===== config.mk =====
export PLATFORM = sky130hd
export DESIGN_NAME = vector_magnitude_with_range
export DESIGN_NICKNAME = d
export VERILOG_FILES = /design/src/hdl/vmag_pkg.sv /design/src/hdl/vmag_datapath.sv /design/src/hdl/vmag_ctrl.sv /design/src/hdl/vector_magnitude_with_range.sv
export SDC_FILE = /design/constraint.sdc
export NUM_CORES = 1
export LEC_CHECK = 0
export BUFFER_PORTS_ARGS = -buffer_cell sky130_fd_sc_hd__buf_2
export CELL_PAD_IN_SITES_DETAIL_PLACEMENT = 1
export CELL_PAD_IN_SITES_GLOBAL_PLACEMENT = 2
export CORE_MARGIN = 8
export CORE_UTILIZATION = 44
export DETAILED_ROUTE_END_ITERATION = 12
export GPL_ROUTABILITY_DRIVEN = 0
export GPL_TIMING_DRIVEN = 0
export PLACE_DENSITY_LB_ADDON = 0.1
export SYNTH_ARGS = -nofsm -noshare
export SYNTH_HDL_FRONTEND = slang
export SYNTH_SLANG_ARGS = --single-unit

===== constraint.sdc =====
create_clock -name clk_i -period 19.7 [get_ports clk_i]
set_clock_uncertainty 0.2 [all_clocks]
set_input_delay 2.955 -clock clk_i [delete_from_list [all_inputs] [get_ports clk_i]]
set_output_delay 2.955 -clock clk_i [all_outputs]
set_load 0.05 [all_outputs]

===== src/hdl/vmag_pkg.sv =====
// shared types and constants for the vector magnitude block
// no dependencies; imported by the controller, the datapath and the top level
package vmag_pkg;

  // field widths of the transaction payloads
  localparam int IN_WIDTH   = 16;
  localparam int MAG_WIDTH  = 16;

  // component width taken from each input field (sign at bit COMP_WIDTH-1)
  localparam int COMP_WIDTH = 16;
  localparam int NUM_COMP   = 3;
  localparam int SEL_WIDTH  = $clog2(NUM_COMP);

  // squared sums and square root widths
  localparam int SQ_WIDTH   = 2 * COMP_WIDTH;
  localparam int SUM_WIDTH  = SQ_WIDTH + 2;
  localparam int ROOT_BITS  = SUM_WIDTH / 2;
  localparam int REM_WIDTH  = ROOT_BITS + 2;
  localparam int CNT_WIDTH  = $clog2(ROOT_BITS);

  // input transaction
  typedef struct packed {
    logic signed [IN_WIDTH-1:0] comp_x;
    logic signed [IN_WIDTH-1:0] comp_y;
    logic signed [IN_WIDTH-1:0] comp_z;
    logic                       last_of_field;
  } in_t;

  // output transaction
  typedef struct packed {
    logic [MAG_WIDTH-1:0] magnitude;
    logic [MAG_WIDTH-1:0] range_min;
    logic [MAG_WIDTH-1:0] range_max;
  } out_t;

  // commands from the controller to the datapath
  typedef struct packed {
    logic                 load;
    logic                 square;
    logic [SEL_WIDTH-1:0] sel;
    logic                 root_step;
    logic                 finish;
  } cmd_t;

endpackage


===== src/hdl/vmag_datapath.sv =====
// datapath: component magnitudes, shared squarer, bit-serial square root,
// running range and output register; uses vmag_pkg
module vmag_datapath (
  input  logic           clk_i,
  input  logic           rst_ni,
  input  vmag_pkg::cmd_t cmd_i,
  input  vmag_pkg::in_t  in_data_i,
  output vmag_pkg::out_t out_data_o
);
  import vmag_pkg::*;

  logic [COMP_WIDTH-1:0] abs_q [NUM_COMP];
  logic [COMP_WIDTH-1:0] abs_d [NUM_COMP];
  logic [COMP_WIDTH-1:0] comp_raw [NUM_COMP];
  logic                  last_q;
  logic [SUM_WIDTH-1:0]  sum_q, sum_d;
  logic [REM_WIDTH-1:0]  rem_q, rem_d;
  logic [ROOT_BITS-1:0]  root_q, root_d;
  logic [SQ_WIDTH-1:0]   prod;
  logic [REM_WIDTH-1:0]  rem_sh, trial;
  logic [MAG_WIDTH-1:0]  mag;
  logic [MAG_WIDTH-1:0]  min_q, min_d, max_q, max_d;
  logic                  started_q, started_d;
  out_t                  out_q;

  // absolute value of each component, taken from its low COMP_WIDTH bits
  assign comp_raw[0] = COMP_WIDTH'(in_data_i.comp_x);
  assign comp_raw[1] = COMP_WIDTH'(in_data_i.comp_y);
  assign comp_raw[2] = COMP_WIDTH'(in_data_i.comp_z);

  always_comb begin
    for (int i = 0; i < NUM_COMP; i++) begin
      abs_d[i] = comp_raw[i][COMP_WIDTH-1] ? (~comp_raw[i] + 1'b1) : comp_raw[i];
    end
  end

  // one square per cycle into the running sum
  assign prod = SQ_WIDTH'(abs_q[cmd_i.sel]) * SQ_WIDTH'(abs_q[cmd_i.sel]);

  // one root bit per cycle, two radicand bits shifted in from the top of the sum
  assign rem_sh = {rem_q[REM_WIDTH-3:0], sum_q[SUM_WIDTH-1 -: 2]};
  assign trial  = {root_q, 2'b01};

  always_comb begin
    sum_d  = sum_q;
    rem_d  = rem_q;
    root_d = root_q;
    if (cmd_i.load) begin
      sum_d  = '0;
      rem_d  = '0;
      root_d = '0;
    end else if (cmd_i.square) begin
      sum_d = sum_q + SUM_WIDTH'(prod);
    end else if (cmd_i.root_step) begin
      sum_d = sum_q << 2;
      if (rem_sh >= trial) begin
        rem_d  = rem_sh - trial;
        root_d = {root_q[ROOT_BITS-2:0], 1'b1};
      end else begin
        rem_d  = rem_sh;
        root_d = {root_q[ROOT_BITS-2:0], 1'b0};
      end
    end
  end

  // running range of the current field
  assign mag = MAG_WIDTH'(root_q);

  always_comb begin
    min_d     = min_q;
    max_d     = max_q;
    started_d = started_q;
    if (cmd_i.finish) begin
      if (!started_q) begin
        min_d = mag;
        max_d = mag;
      end else begin
        if (mag < min_q) min_d = mag;
        if (mag > max_q) max_d = mag;
      end
      started_d = !last_q;
    end
  end

  // payload registers
  always_ff @(posedge clk_i) begin
    if (cmd_i.load) begin
      abs_q  <= abs_d;
      last_q <= in_data_i.last_of_field;
    end
    sum_q  <= sum_d;
    rem_q  <= rem_d;
    root_q <= root_d;
    if (cmd_i.finish) begin
      out_q.magnitude <= mag;
      out_q.range_min <= min_d;
      out_q.range_max <= max_d;
    end
  end

  // range state
  always_ff @(posedge clk_i or negedge rst_ni) begin
    if (!rst_ni) begin
      min_q     <= '0;
      max_q     <= '0;
      started_q <= 1'b0;
    end else begin
      min_q     <= min_d;
      max_q     <= max_d;
      started_q <= started_d;
    end
  end

  assign out_data_o = out_q;

endmodule


===== src/hdl/vmag_ctrl.sv =====
// controller: sequences load, squaring, root steps and result hand-off
// uses vmag_pkg for the command struct and the step counts
module vmag_ctrl (
  input  logic           clk_i,
  input  logic           rst_ni,
  input  logic           in_valid_i,
  output logic           in_ready_o,
  output logic           out_valid_o,
  input  logic           out_ready_i,
  output vmag_pkg::cmd_t cmd_o
);
  import vmag_pkg::*;

  typedef enum logic [1:0] {
    ST_IDLE,
    ST_SQUARE,
    ST_ROOT,
    ST_FINISH
  } state_e;

  state_e               state_q, state_d;
  logic [CNT_WIDTH-1:0] cnt_q, cnt_d;
  logic                 out_valid_q, out_valid_d;
  logic                 in_fire, out_fire, slot_free;

  assign in_ready_o = (state_q == ST_IDLE);
  assign in_fire    = in_valid_i && in_ready_o;
  assign out_fire   = out_valid_q && out_ready_i;
  assign slot_free  = !out_valid_q || out_ready_i;

  // commands and next state
  always_comb begin
    cmd_o       = '0;
    state_d     = state_q;
    cnt_d       = cnt_q;
    out_valid_d = out_fire ? 1'b0 : out_valid_q;
    unique case (state_q)
      ST_IDLE: begin
        if (in_fire) begin
          cmd_o.load = 1'b1;
          cnt_d      = '0;
          state_d    = ST_SQUARE;
        end
      end
      ST_SQUARE: begin
        cmd_o.square = 1'b1;
        cmd_o.sel    = SEL_WIDTH'(cnt_q);
        if (cnt_q == CNT_WIDTH'(NUM_COMP - 1)) begin
          cnt_d   = '0;
          state_d = ST_ROOT;
        end else begin
          cnt_d = cnt_q + 1'b1;
        end
      end
      ST_ROOT: begin
        cmd_o.root_step = 1'b1;
        if (cnt_q == CNT_WIDTH'(ROOT_BITS - 1)) begin
          cnt_d   = '0;
          state_d = ST_FINISH;
        end else begin
          cnt_d = cnt_q + 1'b1;
        end
      end
      ST_FINISH: begin
        // wait until the output register is free
        if (slot_free) begin
          cmd_o.finish = 1'b1;
          out_valid_d  = 1'b1;
          state_d      = ST_IDLE;
        end
      end
      default: state_d = ST_IDLE;
    endcase
  end

  // state, counter and output valid
  always_ff @(posedge clk_i or negedge rst_ni) begin
    if (!rst_ni) begin
      state_q     <= ST_IDLE;
      cnt_q       <= '0;
      out_valid_q <= 1'b0;
    end else begin
      state_q     <= state_d;
      cnt_q       <= cnt_d;
      out_valid_q <= out_valid_d;
    end
  end

  assign out_valid_o = out_valid_q;

  // at most one datapath command per cycle
  assert property (@(posedge clk_i) disable iff (!rst_ni)
    $onehot0({cmd_o.load, cmd_o.square, cmd_o.root_step, cmd_o.finish}))
    else $error("vmag_ctrl: more than one datapath command");

  // a new result never overwrites one still waiting
  assert property (@(posedge clk_i) disable iff (!rst_ni)
    cmd_o.finish |-> (!out_valid_q || out_ready_i))
    else $error("vmag_ctrl: result overwritten");

  // an accepted transaction always starts the squaring phase from step zero
  assert property (@(posedge clk_i) disable iff (!rst_ni)
    in_fire |=> (state_q == ST_SQUARE) && (cnt_q == '0))
    else $error("vmag_ctrl: squaring did not start");

  // the root phase moves to the finish state after its last step
  assert property (@(posedge clk_i) disable iff (!rst_ni)
    (state_q == ST_ROOT) && (cnt_q == CNT_WIDTH'(ROOT_BITS - 1)) |=> state_q == ST_FINISH)
    else $error("vmag_ctrl: root phase length wrong");

endmodule


===== src/hdl/vector_magnitude_with_range.sv =====
// channel  | direction | handshake             | payload
// input    | in        | in_valid_i/in_ready_o | in_data_i  (vmag_pkg::in_t)
// output   | out       | out_valid_o/out_ready_i | out_data_o (vmag_pkg::out_t)
//
// one transaction in, one result out; each transaction is finished before the next is taken,
// with the square root resolving one bit per cycle
// after three squares through a single shared multiplier
// rst_ni clears the controller and the running range; the first item starts a field
// a new transaction is taken while a finished result waits; the next result is held
// back in the controller until the output register is taken
// top level: joins vmag_ctrl and vmag_datapath, uses vmag_pkg
module vector_magnitude_with_range (
  input  logic           clk_i,
  input  logic           rst_ni,
  input  logic           in_valid_i,
  output logic           in_ready_o,
  input  vmag_pkg::in_t  in_data_i,
  output logic           out_valid_o,
  input  logic           out_ready_i,
  output vmag_pkg::out_t out_data_o
);
  import vmag_pkg::*;

  cmd_t cmd;

  // sequencing
  vmag_ctrl u_ctrl (
    .clk_i       (clk_i),
    .rst_ni      (rst_ni),
    .in_valid_i  (in_valid_i),
    .in_ready_o  (in_ready_o),
    .out_valid_o (out_valid_o),
    .out_ready_i (out_ready_i),
    .cmd_o       (cmd)
  );

  // arithmetic and range
  vmag_datapath u_datapath (
    .clk_i      (clk_i),
    .rst_ni     (rst_ni),
    .cmd_i      (cmd),
    .in_data_i  (in_data_i),
    .out_data_o (out_data_o)
  );

endmodule

**Word level (Yosys, flattened, before mapping)**

Cells that the tools add are included.
Widths: inputs -> output; s select.

- Bits in registers: 206
- Bits in latches: 0
- Bits in writable memories: 0
- ROM bits: 0
- Bits of input ports: 53
- Logic and storage cells: 89
- Memories: 0

- $add $sub $neg: 6
- $mul: 1
- Divide/modulo/power cells: 0
- $lt $le $gt $ge: 4
- Equality and inequality tests: 9
- Shift operators: 0
- Muxes and demuxes: 34
- Bitwise gates (word level): 5
- Reductions and logical operators: 11

Operators with widths:

| kind | number |
|---|---|
| $mux 16 | 8 |
| $mux 34 | 2 |
| $add 16x1->16 const B | 3 |
| $not 16->16 | 3 |
| $mux 15 | 3 |
| $add 34x32->34 | 1 |
| $bmux 16 s2 | 1 |
| $mul 16x16->32 | 1 |
| $ge 19x19->1 | 1 |
| $mux 17 | 1 |
| $sub 17x17->17 | 1 |
| $gt 16x16->1 | 1 |
| $lt 16x16->1 | 1 |
| $mux 5 | 3 |
| $pmux 5 s3 | 1 |
| $mux 1 | 9 |
| $mux 2 | 4 |
| $pmux 2 s4 | 1 |
| $ne 2x1->1 const B | 3 |
| $add 5x1->5 const B | 1 |
| $eq 5x2->1 const B | 1 |
| $eq 5x5->1 const B | 1 |
| $eq 2x2->1 const B | 2 |
| $reduce_and 2->1 | 2 |
| 13 further kinds | 15 |

**Longest topological paths before layout**

Gate-level depths: netlist of the first run.

- Depth in word-level cells: 9
- Depth in mapped cells: 34
- Mapped depth without buffers: 32

**Modules after synthesis**

Synthesis of the first run repeated with hierarchy kept, for this count alone.

- Cells, all modules: 2198
- Area, all modules: 19934.1 um2

Modules (own cells, without submodules):

| module | instances | cells each | area an instance (um2) | seq. area each (um2) |
|---|---|---|---|---|
| vmag_datapath | 1 | 2141 | 19377.3 | 5099.9 |
| vmag_ctrl | 1 | 57 | 556.8 | 200.2 |

**Least setup slack after synthesis of the first run**

OpenSTA, ideal clock, no wires.

- Path type: register to register
- Start point: register u_ctrl.state_q[1]
- End point: register u_datapath.sum_q[31]
- Setup time: 0.086 ns
- Data arrival time: 7.825 ns
- Required time: 19.414 ns
- Slack: 11.590 ns
- Cell stages (with the launch flop): 28
- Path buffers: 2
- Clock period less this slack: 8.110 ns
- Cells stage by stage: dfrtp_1 -> inv_1 -> ha_1 -> inv_1 -> nor3_1 -> clkbuf_1 -> a221o_1 -> clkbuf_1 -> nand2_1 -> fa_1 -> inv_1 -> fa_1 -> fa_1 -> fa_1 -> fa_1 -> inv_1 -> fa_1 -> inv_1 -> ha_1 -> a21o_1 -> a21o_1 -> nor2_1 -> nand4b_1 -> a311oi_1 -> nor3_1 -> o311ai_1 -> mux2_2 -> a211oi_1

- Cells in the longest elaborated chain, start to end: 9

RTL lines:

| what | RTL line | RTL |
|---|---|---|
| from (decl) | vmag_ctrl.sv:21 | `state_e state_q, state_d;` |
| from (signal assigned) | vmag_ctrl.sv:83 | `state_q <= state_d;` |
| $eq 2x1->1 | vmag_ctrl.sv:37 | `unique case (state_q)` |
| $mux 3 | vmag_ctrl.sv:37 |  |
| $not 2->3 (implied by the code) | vmag_datapath.sv:38 | `assign prod = SQ_WIDTH'(abs_q[cmd_i.sel]) * SQ_WIDTH'(abs_q[cmd_i.sel]);` |
| $bmux 16 s2 | vmag_datapath.sv:38 |  |
| $mux 16 (implied by the code) (2 in a row) | vmag_datapath.sv:38 |  |
| $mul 16x16->32 | vmag_datapath.sv:38 |  |
| $add 34x32->34 | vmag_datapath.sv:53 | `sum_d = sum_q + SUM_WIDTH'(prod);` |
| $mux 34 | vmag_datapath.sv:52 | `end else if (cmd_i.square) begin` |
| to (signal assigned) | vmag_datapath.sv:91 | `sum_q <= sum_d;` |
| to (decl) | vmag_datapath.sv:16 | `logic [SUM_WIDTH-1:0] sum_q, sum_d;` |

Several ways; a longest one is shown, not always the timed one. The select of a mux whose other input is x is not followed.
A chain may end at the register's enable or synchronous reset.

**Final worst setup path of the first run**

Ends and elaborated chain as after synthesis.

==> results.yml, run 1 <==
synth:
  synth-compound-area-share: 0.125
  synth_area_sq_um: 18600
  synth.area.mux_share: 0.0330
  dominantRegCellSynth: "edfxtp_1"
  syn_inst: 1963
  synth.distinct_cells: 73
  syn_nets: 2377
  synth_fa_ha_area_frac: 0.321
  yosysWarnings: 0
  syn_avg_cell_area_sq_um: 9.49
  ys_seq_elements: 206
  synthSimpleGateAreaFrac: 0.0984
  synth_xor_area_frac: 0.0404
  synth_top_family_by_area: "adder cells"
  yosysSeqAreaShare: 0.285
  synth_edf_count: 97
  async_flop_share: 0.199
clocking:
  clkTransAtPathRegs_ns: 0.06
  cts_tree: "done"
  post_cts_buffers: 0
  clockBufferDepth: 3
  cts-root-buf: "clkbuf_16"
  cts_hold_buf: 0
  cts_htree_levels: 1
  numCtsBuffers: 25
  cts_resized: 0
  clk_latency_ns: 0.54
  clock-sinks: 206
cells_and_area:
  finalNonFillerCells: 2653
  drive_above_1_share: 0.0823
  areaGrowthSynthToFinish_pct: 11.0
  final_common_cell: "inv_1"
  final_cell_mix: "408 x inv_1, 194 x fa_1, 167 x ha_1, 154 x nand2_1, 144 x nor2_1"
  diodes: 0
  nets: 2509
  fin_util: 0.494
  fill_cells: 4809
hold_path:
  hold_start: "u_datapath.last_q"
  hold_end: "u_datapath.started_q"
  hold_depth: 1
  min_path_type: "flip-flop to flip-flop"
critical_path:
  crit_buf_inv: 8
  cp_common_cell: "fa_1"
  start_kind: "flip-flop"
  critical-path-top-delay-family: "adder cells"
  critPathRequiredTime_ns: 19.95
  rr_worst_depth: 28
  r2r-start: "u_ctrl.state_q[1]"
  critPathCaptureType: "flip-flop"
  critPathMaxStageDelay_ns: 0.86
  worstPathArrival_ns: 10.58
  slowest_stage: "nor3_1"
  path_max_fanout: 10
  path_class: "flip-flop to flip-flop"
  reg2reg_to: "u_datapath.sum_q[31]"
  r2r_slack_ns: 9.37
route:
  drt_iter0_markers: 603
  via_per_inst: 5.39
  drc: 0
  routed_wl_um: 54700
  ant_nets: 0
  drt-pass1-iter-count: 5
  vias: 14300
  wl_per_cell_um: 20.6
timing:
  fin_setup_tns_ns: 0
  hold_viol_final: 0
  fin_hold_ws_ns: 0.245
  fin_crit_ns: 10.33
  fmax_mhz: 96.8
  fin_crit_sh: 0.524
  max_slew.worst_pin.slew_ns: 1.46
  setup_viol: 0
  drv_slew: 0
  rsz0062_at_grt: "false"
  max-slew-margin-rel: 0.0251
place:
  hpwl_um: 44200
  dpl.cell_count: 2606
  port_buffers: 102
global_routing:
  grt_pass1_wl_um: 87200
  overflow: 0
  grt_pass1_vias: 15800
  grt_max_degree: 59
  track_usage: 0.222
  antenna_found_initial: 0
floorplan:
  die_h_um: 222
  rows: 75
  core_area_sq_um: 41900
  dieWidth_um: 222
  io_pins: 103
  die-area_sq_um: 49200
  start_util: 0.445
job:
  max-cap-violations: 0
outcome:
  status: "finished, final reports clean"
## cells by family (layout without fill, tap and decap cells)
family / after synthesis / in the layout
compound gates: 352 / 352
xor+xnor: 86 / 86
fa+ha+maj: 361 / 361
buf+inv: 482 / 633
flops: 206 / 206
mux: 61 / 61
simple gates: 415 / 415
## synthesized netlist by cell type, types with 4 or more instances
cell type	count	area, sq um
dfrtp_1	41	1030
a221oi_1	6	52.6
mux2i_1	58	581
edfxtp_1	97	2910
a211oi_1	17	128
ha_1	167	2090
nor3_1	17	85.1
nand2_1	154	578
o21a_1	7	52.6
o21ai_0	89	445
a21o_1	28	210
a22oi_1	18	135
o31ai_1	16	120
buf_2	7	35.0
or4_1	8	60.1
a221o_1	9	90.1
clkbuf_1	50	188
clkinv_1	5	18.8
or3_1	7	43.8
o211ai_1	4	30.0
o2111ai_1	4	35.0
a21oi_1	89	445
nor2b_1	10	62.6
xor2_1	18	158
a31oi_1	12	75.1
fa_1	194	3880
nand3_1	25	125
xnor2_1	68	596
inv_1	409	1540
nor2_1	144	541
and3_1	6	37.5
dfxtp_1	68	1360
and2_1	7	43.8
nand2b_1	7	43.8
a221oi_2	4	60.1
o21bai_1	5	37.5
nand4_1	11	68.8
o41ai_1	8	70.1
nor4_1	5	31.3
buf_1	9	33.8
or2_2	4	25.0
## registers in the layout, summed over array words and instances, names as in the netlist
register,flops
u_datapath.out_data_o,48
u_datapath.sum_q,34
u_ctrl.state_q,2
u_ctrl.out_valid_o,1
u_datapath.max_q,16
u_datapath.abs_q,48
u_datapath.started_q,1
u_datapath.last_q,1
u_datapath.min_q,16
u_datapath.rem_q,17
u_datapath.root_q,17
u_ctrl.cnt_q,5
## per-layer routing
metal | track usage | vias up | wire [um] | share of wire
met1 | 0.296 | 7269 | 24900 | 0.46
met2 | 0.383 | 242 | 26600 | 0.49
met3 | 0.0258 | 74 | 2020 | 0.037
met5 | 0 | - | 0 | 0
met4 | 0.0500 | 0 | 1190 | 0.022
li1 | - | 6715 | - | -
## worst max path at each step
| stage | from | to | slack, ns | cells past startpoint |
|---|---|---|---|---|
| after global routing | u_ctrl.state_q[1] | u_datapath.sum_q[31] | 8.79 | 28 |
| after global placement | u_ctrl.state_q[1] | u_datapath.sum_q[31] | 9.47 | 28 |
| after floorplan | u_ctrl.state_q[1] | u_datapath.sum_q[31] | 11.59 | 27 |
| after CTS | u_ctrl.state_q[1] | u_datapath.sum_q[31] | 9.33 | 27 |
| after detailed placement | u_ctrl.state_q[1] | u_datapath.sum_q[31] | 9.40 | 27 |
| final | u_ctrl.state_q[1] | u_datapath.sum_q[31] | 9.37 | 28 |
## layout make-up
class	instances	area, sq um	share of cell area
multi-input cells	1275	11500	0.556
flip-flops and latches	206	5300	0.256
inverters	415	1560	0.0753
well taps	539	674	0.0326
clock buffers	28	637	0.0308
repair buffers	105	541	0.0261
plain buffers	67	275	0.0133
clock inverters	18	198	0.00956
## per-stage QoR
stage	setup slack [ns]	cell area (sq um)
after global routing	8.79	20700
after CTS	9.33	20700
final	9.37	20700
after floorplan	11.59	18600
after detailed placement	9.40	19800
after global placement	9.47	19800
## worst reg2reg max path: cells and delay by family, from the launching register on
family                   cells  cell delay [ns]
adder cells (fa/ha/maj)      8             3.73
AO/OA/AOI/OAI                6             2.10
buffers and inverters        8             1.85
AND/OR/NAND/NOR              5             1.59
flip-flops                   1             0.41
multiplexers                 1             0.38
Power of run 1 is not shown: default switching activity piles up to over one toggle a cycle in this logic, so the estimate is an artifact.
==> run 2, diff against run 1 <==
CORE_UTILIZATION = 41   (was 44)
clock period = 10.5 ns   (was 19.7 ns; I/O delays follow)
==> run 2 against run 1 <==
Die area grew 6.8%. Hold slack better by 0.0025 ns. Count of clock-buffer cells in the layout grew 11. Cell area rose by 0.17%. Global-route usage shrank 1.7 points. Flip-flop and latch count did not move. Register-to-register slack got worse by 8.9 ns.
==> results.yml, run 2 (synthesized netlist as in run 1, its figures left out) <==
critical_path:
  critPathRequiredTime_ns: 10.73
  crit_buf_inv: 7
  critPathMaxStageDelay_ns: 0.67
  critPathCaptureType: "flip-flop"
  cp_common_cell: "fa_1"
  slowest_stage: "a311oi_1"
  worstPathArrival_ns: 10.29
  start_kind: "flip-flop"
  path_class: "flip-flop to flip-flop"
  critical-path-top-delay-family: "adder cells"
  path_max_fanout: 10
route:
  ant_nets: 0
  vias: 14200
  via_per_inst: 5.25
  routed_wl_um: 54300
  drt_iter0_markers: 663
  drt-pass1-iter-count: 5
  drc: 0
  wl_per_cell_um: 20.0
timing:
  max-slew-margin-rel: 0.196
  rsz0062_at_grt: "false"
  max_slew.worst_pin.slew_ns: 1.21
  fin_crit_sh: 0.958
  drv_slew: 0
  setup_viol: 0
  fin_crit_ns: 10.06
  fin_setup_tns_ns: 0
  fmax_mhz: 99.4
  hold_viol_final: 0
clocking:
  clkTransAtPathRegs_ns: 0.06
  clock-sinks: 206
  cts_htree_levels: 1
  cts-root-buf: "clkbuf_16"
  clk_latency_ns: 0.55
  cts_tree: "done"
  numCtsBuffers: 24
  post_cts_buffers: 0
  clockBufferDepth: 3
floorplan:
  rows: 78
  die_h_um: 229
  io_pins: 103
  dieWidth_um: 229
  core_area_sq_um: 45100
  start_util: 0.413
  die-area_sq_um: 52500
global_routing:
  overflow: 0
  grt_max_degree: 59
  track_usage: 0.205
  antenna_found_initial: 0
  grt_pass1_vias: 15400
  grt_pass1_wl_um: 85900
cells_and_area:
  final_common_cell: "inv_1"
  fill_cells: 5241
  drive_above_1_share: 0.0833
  diodes: 0
  multiInputGateArea_sq_um: 11500
  areaGrowthSynthToFinish_pct: 11.2
  final_cell_mix: "408 x inv_1, 194 x fa_1, 167 x ha_1, 154 x nand2_1, 144 x nor2_1"
  regArea_sq_um: 5300
  nets: 2508
job:
  max-cap-violations: 0
hold_path:
  min_path_type: "flip-flop to flip-flop"
place:
  port_buffers: 102
  hpwl_um: 44300
outcome:
  status: "finished, final reports clean"
run 2: per-stage QoR:
step           instance area (sq um)  hold slack, ns   util  instances  setup slack (ns)
2_1_floorplan                  18600           0.212      -       1963              2.39
6_report                       20700           0.247  0.459       2712             0.443
5_1_grt                        20700           0.285  0.459       2712            0.0112
3_3_place_gp                   19900           0.228  0.441       2665             0.199
3_5_place_dp                   19900           0.236  0.442       2668             0.191
4_1_cts                        20700           0.245  0.459       2712            0.0966
run 2: worst paths after layout:
| path | startpoint | to | slack (ns) | cells after the start |
|---|---|---|---|---|
| max | u_ctrl.state_q[1] | u_datapath.sum_q[31] | 0.44 | 27 |
| min | u_datapath.last_q | u_datapath.started_q | 0.25 | 1 |
| max reg2reg | u_ctrl.state_q[1] | u_datapath.sum_q[31] | 0.44 | 27 |
| min reg2reg | u_datapath.last_q | u_datapath.started_q | 0.25 | 1 |
| max in group asynchronous | rst_ni | u_datapath.max_q[1] | 8.34 | 1 |
| min in group asynchronous | rst_ni | u_datapath.min_q[11] | 1.03 | 1 |
run 2: layout make-up:
type / count / area share
well taps: 600 / 0.0362
clock inverters: 5 / 0.00350
inverters: 415 / 0.0756
multi-input cells: 1275 / 0.556
clock buffers: 39 / 0.0336
flip-flops and latches: 206 / 0.256
plain buffers: 66 / 0.0132
repair buffers: 106 / 0.0265
run 2: metal layers:
| metal | up-vias | part of all wire | GRT usage | wire [um] |
|---|---|---|---|---|
| li1 | 6720 | - | - | - |
| met1 | 7245 | 0.46 | 0.277 | 25000 |
| met2 | 216 | 0.49 | 0.347 | 26400 |
| met3 | 62 | 0.032 | 0.0240 | 1740 |
| met4 | 0 | 0.021 | 0.0512 | 1170 |
| met5 | - | 0 | 0 | 0 |
run 2: repair_timing:
item,4_1_cts,5_1_grt
endpoints found under the setup margin,0,5
gates resized for setup,0,6
hold buffers,0,0
Power of run 2 is left out for the same reason.
==> run 3, diff against run 2 <==
CORE_UTILIZATION = 40   (was 41)
SYNTH_HIERARCHICAL = 1   (was not set)
==> run 3 against run 2 <==
Die area is 9.0% higher. Synthesized cell count increased by 12%. Synthesized area rose by 7.0%. Non-clock buffer count increased by 28. Via count increased by 13%. Largest cell class unchanged.
==> results.yml, run 3 <==
timing:
  fin_crit_sh: 0.963
  hold_viol_final: 0
  max_slew.worst_pin.slew_ns: 1.31
  setup_viol: 0
  fin_hold_ws_ns: 0.230
  fin_setup_tns_ns: 0
  fin_crit_ns: 10.11
  rsz0062_at_grt: "false"
  drv_slew: 0
  fmax_mhz: 98.9
  max-slew-margin-rel: 0.126
global_routing:
  grt_max_degree: 45
  grt_pass1_vias: 17500
  overflow: 0
  track_usage: 0.214
  antenna_found_initial: 0
  grt_pass1_wl_um: 96500
route:
  via_per_inst: 5.32
  wl_per_cell_um: 20.0
  drt_iter0_markers: 748
  drc: 0
  vias: 16100
  ant_nets: 0
  routed_wl_um: 60500
  drt-pass1-iter-count: 5
critical_path:
  r2r_slack_ns: 0.39
  path_max_fanout: 10
  critPathMaxStageDelay_ns: 1.09
  worstPathArrival_ns: 10.39
  slowest_stage: "a21oi_1"
  start_kind: "flip-flop"
  cp_common_cell: "fa_1"
  rr_worst_depth: 29
  r2r-start: "u_ctrl/state_q[1]"
  reg2reg_to: "u_datapath/sum_q[29]"
  cp-startpoint: "u_ctrl/state_q[1]"
  critPathCaptureType: "flip-flop"
  critPathCapture: "u_datapath/sum_q[29]"
  path_class: "flip-flop to flip-flop"
  critPathRequiredTime_ns: 10.78
clocking:
  clockBufferDepth: 3
  cts_hold_buf: 0
  clk_latency_ns: 0.57
  post_cts_buffers: 0
  numCtsBuffers: 25
  cts-root-buf: "clkbuf_16"
  clock-sinks: 206
  cts_resized: 0
  cts_tree: "done"
  cts_htree_levels: 1
  clkTransAtPathRegs_ns: 0.07
floorplan:
  rows: 82
  start_util: 0.401
  io_pins: 103
  die-area_sq_um: 57200
  core_area_sq_um: 49700
  die_h_um: 239
  dieWidth_um: 239
place:
  hpwl_um: 49200
  port_buffers: 102
  placed_area_sq_um: 21300
synth:
  synth.area.top_cells: "fa_1 19%, edfxtp_1 15%, ha_1 11%"
  yosysSeqAreaShare: 0.266
  syn_inst: 2198
  yosysTopAreaCell: "fa_1"
  ys_seq_elements: 206
  yosys.cell_count.top_type: "inv_1"
  synth_top_cell_area_share: 0.194
  async_flop_share: 0.199
  synth_common_cells: "420 x inv_1, 199 x nand2_1, 193 x fa_1, 174 x nor2_1, 169 x ha_1"
  yosysWarnings: 6
  syn_avg_cell_area_sq_um: 9.07
  synth_edf_count: 97
  synth.distinct_cells: 80
  dominantRegCellSynth: "edfxtp_1"
  synth_area_sq_um: 19900
  syn_nets: 2613
cells_and_area:
  final_cell_mix: "420 x inv_1, 199 x nand2_1, 193 x fa_1, 174 x nor2_1, 169 x ha_1"
  drive_above_1_share: 0.0797
  nets: 2744
  final_common_cell: "inv_1"
  areaGrowthSynthToFinish_pct: 11.2
  stdcell_area_sq_um: 22200
hold_path:
  min_path_type: "flip-flop to flip-flop"
  hold_depth: 1
job:
  max-cap-violations: 0
outcome:
  status: "finished, final reports clean"
[run 3: how the worst min path moves through the flow]
stage / from / endpoint / slack (ns)
2_1_floorplan: u_datapath/last_q / u_datapath/started_q / 0.20
3_3_place_gp: u_datapath/last_q / u_datapath/started_q / 0.23
3_5_place_dp: u_datapath/last_q / u_datapath/started_q / 0.23
4_1_cts: u_datapath/last_q / u_datapath/started_q / 0.23
5_1_grt: u_datapath/last_q / u_datapath/started_q / 0.25
6_report: u_datapath/last_q / u_datapath/started_q / 0.23
[run 3: cell type report]
cell class                 instances  area (sq um)
multi-input combinational       1473         12700
clock inverter                    18           184
fill                            5824         27500
tap                              672           841
inverter                         423          1590
clock buffer                      27           633
antenna                            3          7.51
sequential                       206          5300
buffer                            96           369
timing repair buffer             104           551
[run 3: cell families (layout without fill, tap and decap cells)]
kind of cell,count (synthesis),count (layout),share of synthesized area
compound gates,379,379,0.126
other cells,0,3,0
mux,63,63,0.0319
xor+xnor,77,77,0.0338
fa+ha+maj,362,362,0.300
simple gates,592,592,0.144
flops,206,206,0.266
buf+inv,519,668,0.0980
[run 3: routing by layer]
metal	global-route usage	up-vias	wire [um]
li1	-	7582	-
met1	0.285	8109	27600
met2	0.359	307	28500
met3	0.0349	72	2940
met4	0.0538	0	1440
met5	0	-	0
[run 3: worst max-delay path: cells and delay by family, from the launching register on]
family	cells	cell delay (ns)
compound gates	5	2.28
fa+ha+maj	8	3.74
flops	1	0.40
simple gates	6	1.03
buf+inv	10	2.36
[run 3: metrics by stage]
step                 util  setup slack [ns]  instances
CTS                 0.446             0.217       3019
finish              0.446             0.391       3022
floorplan               -              2.70       2198
global route        0.446            0.0142       3019
global placement    0.429             0.485       2972
detailed placement  0.430             0.261       2974
Power of run 3 is left out for the same reason.
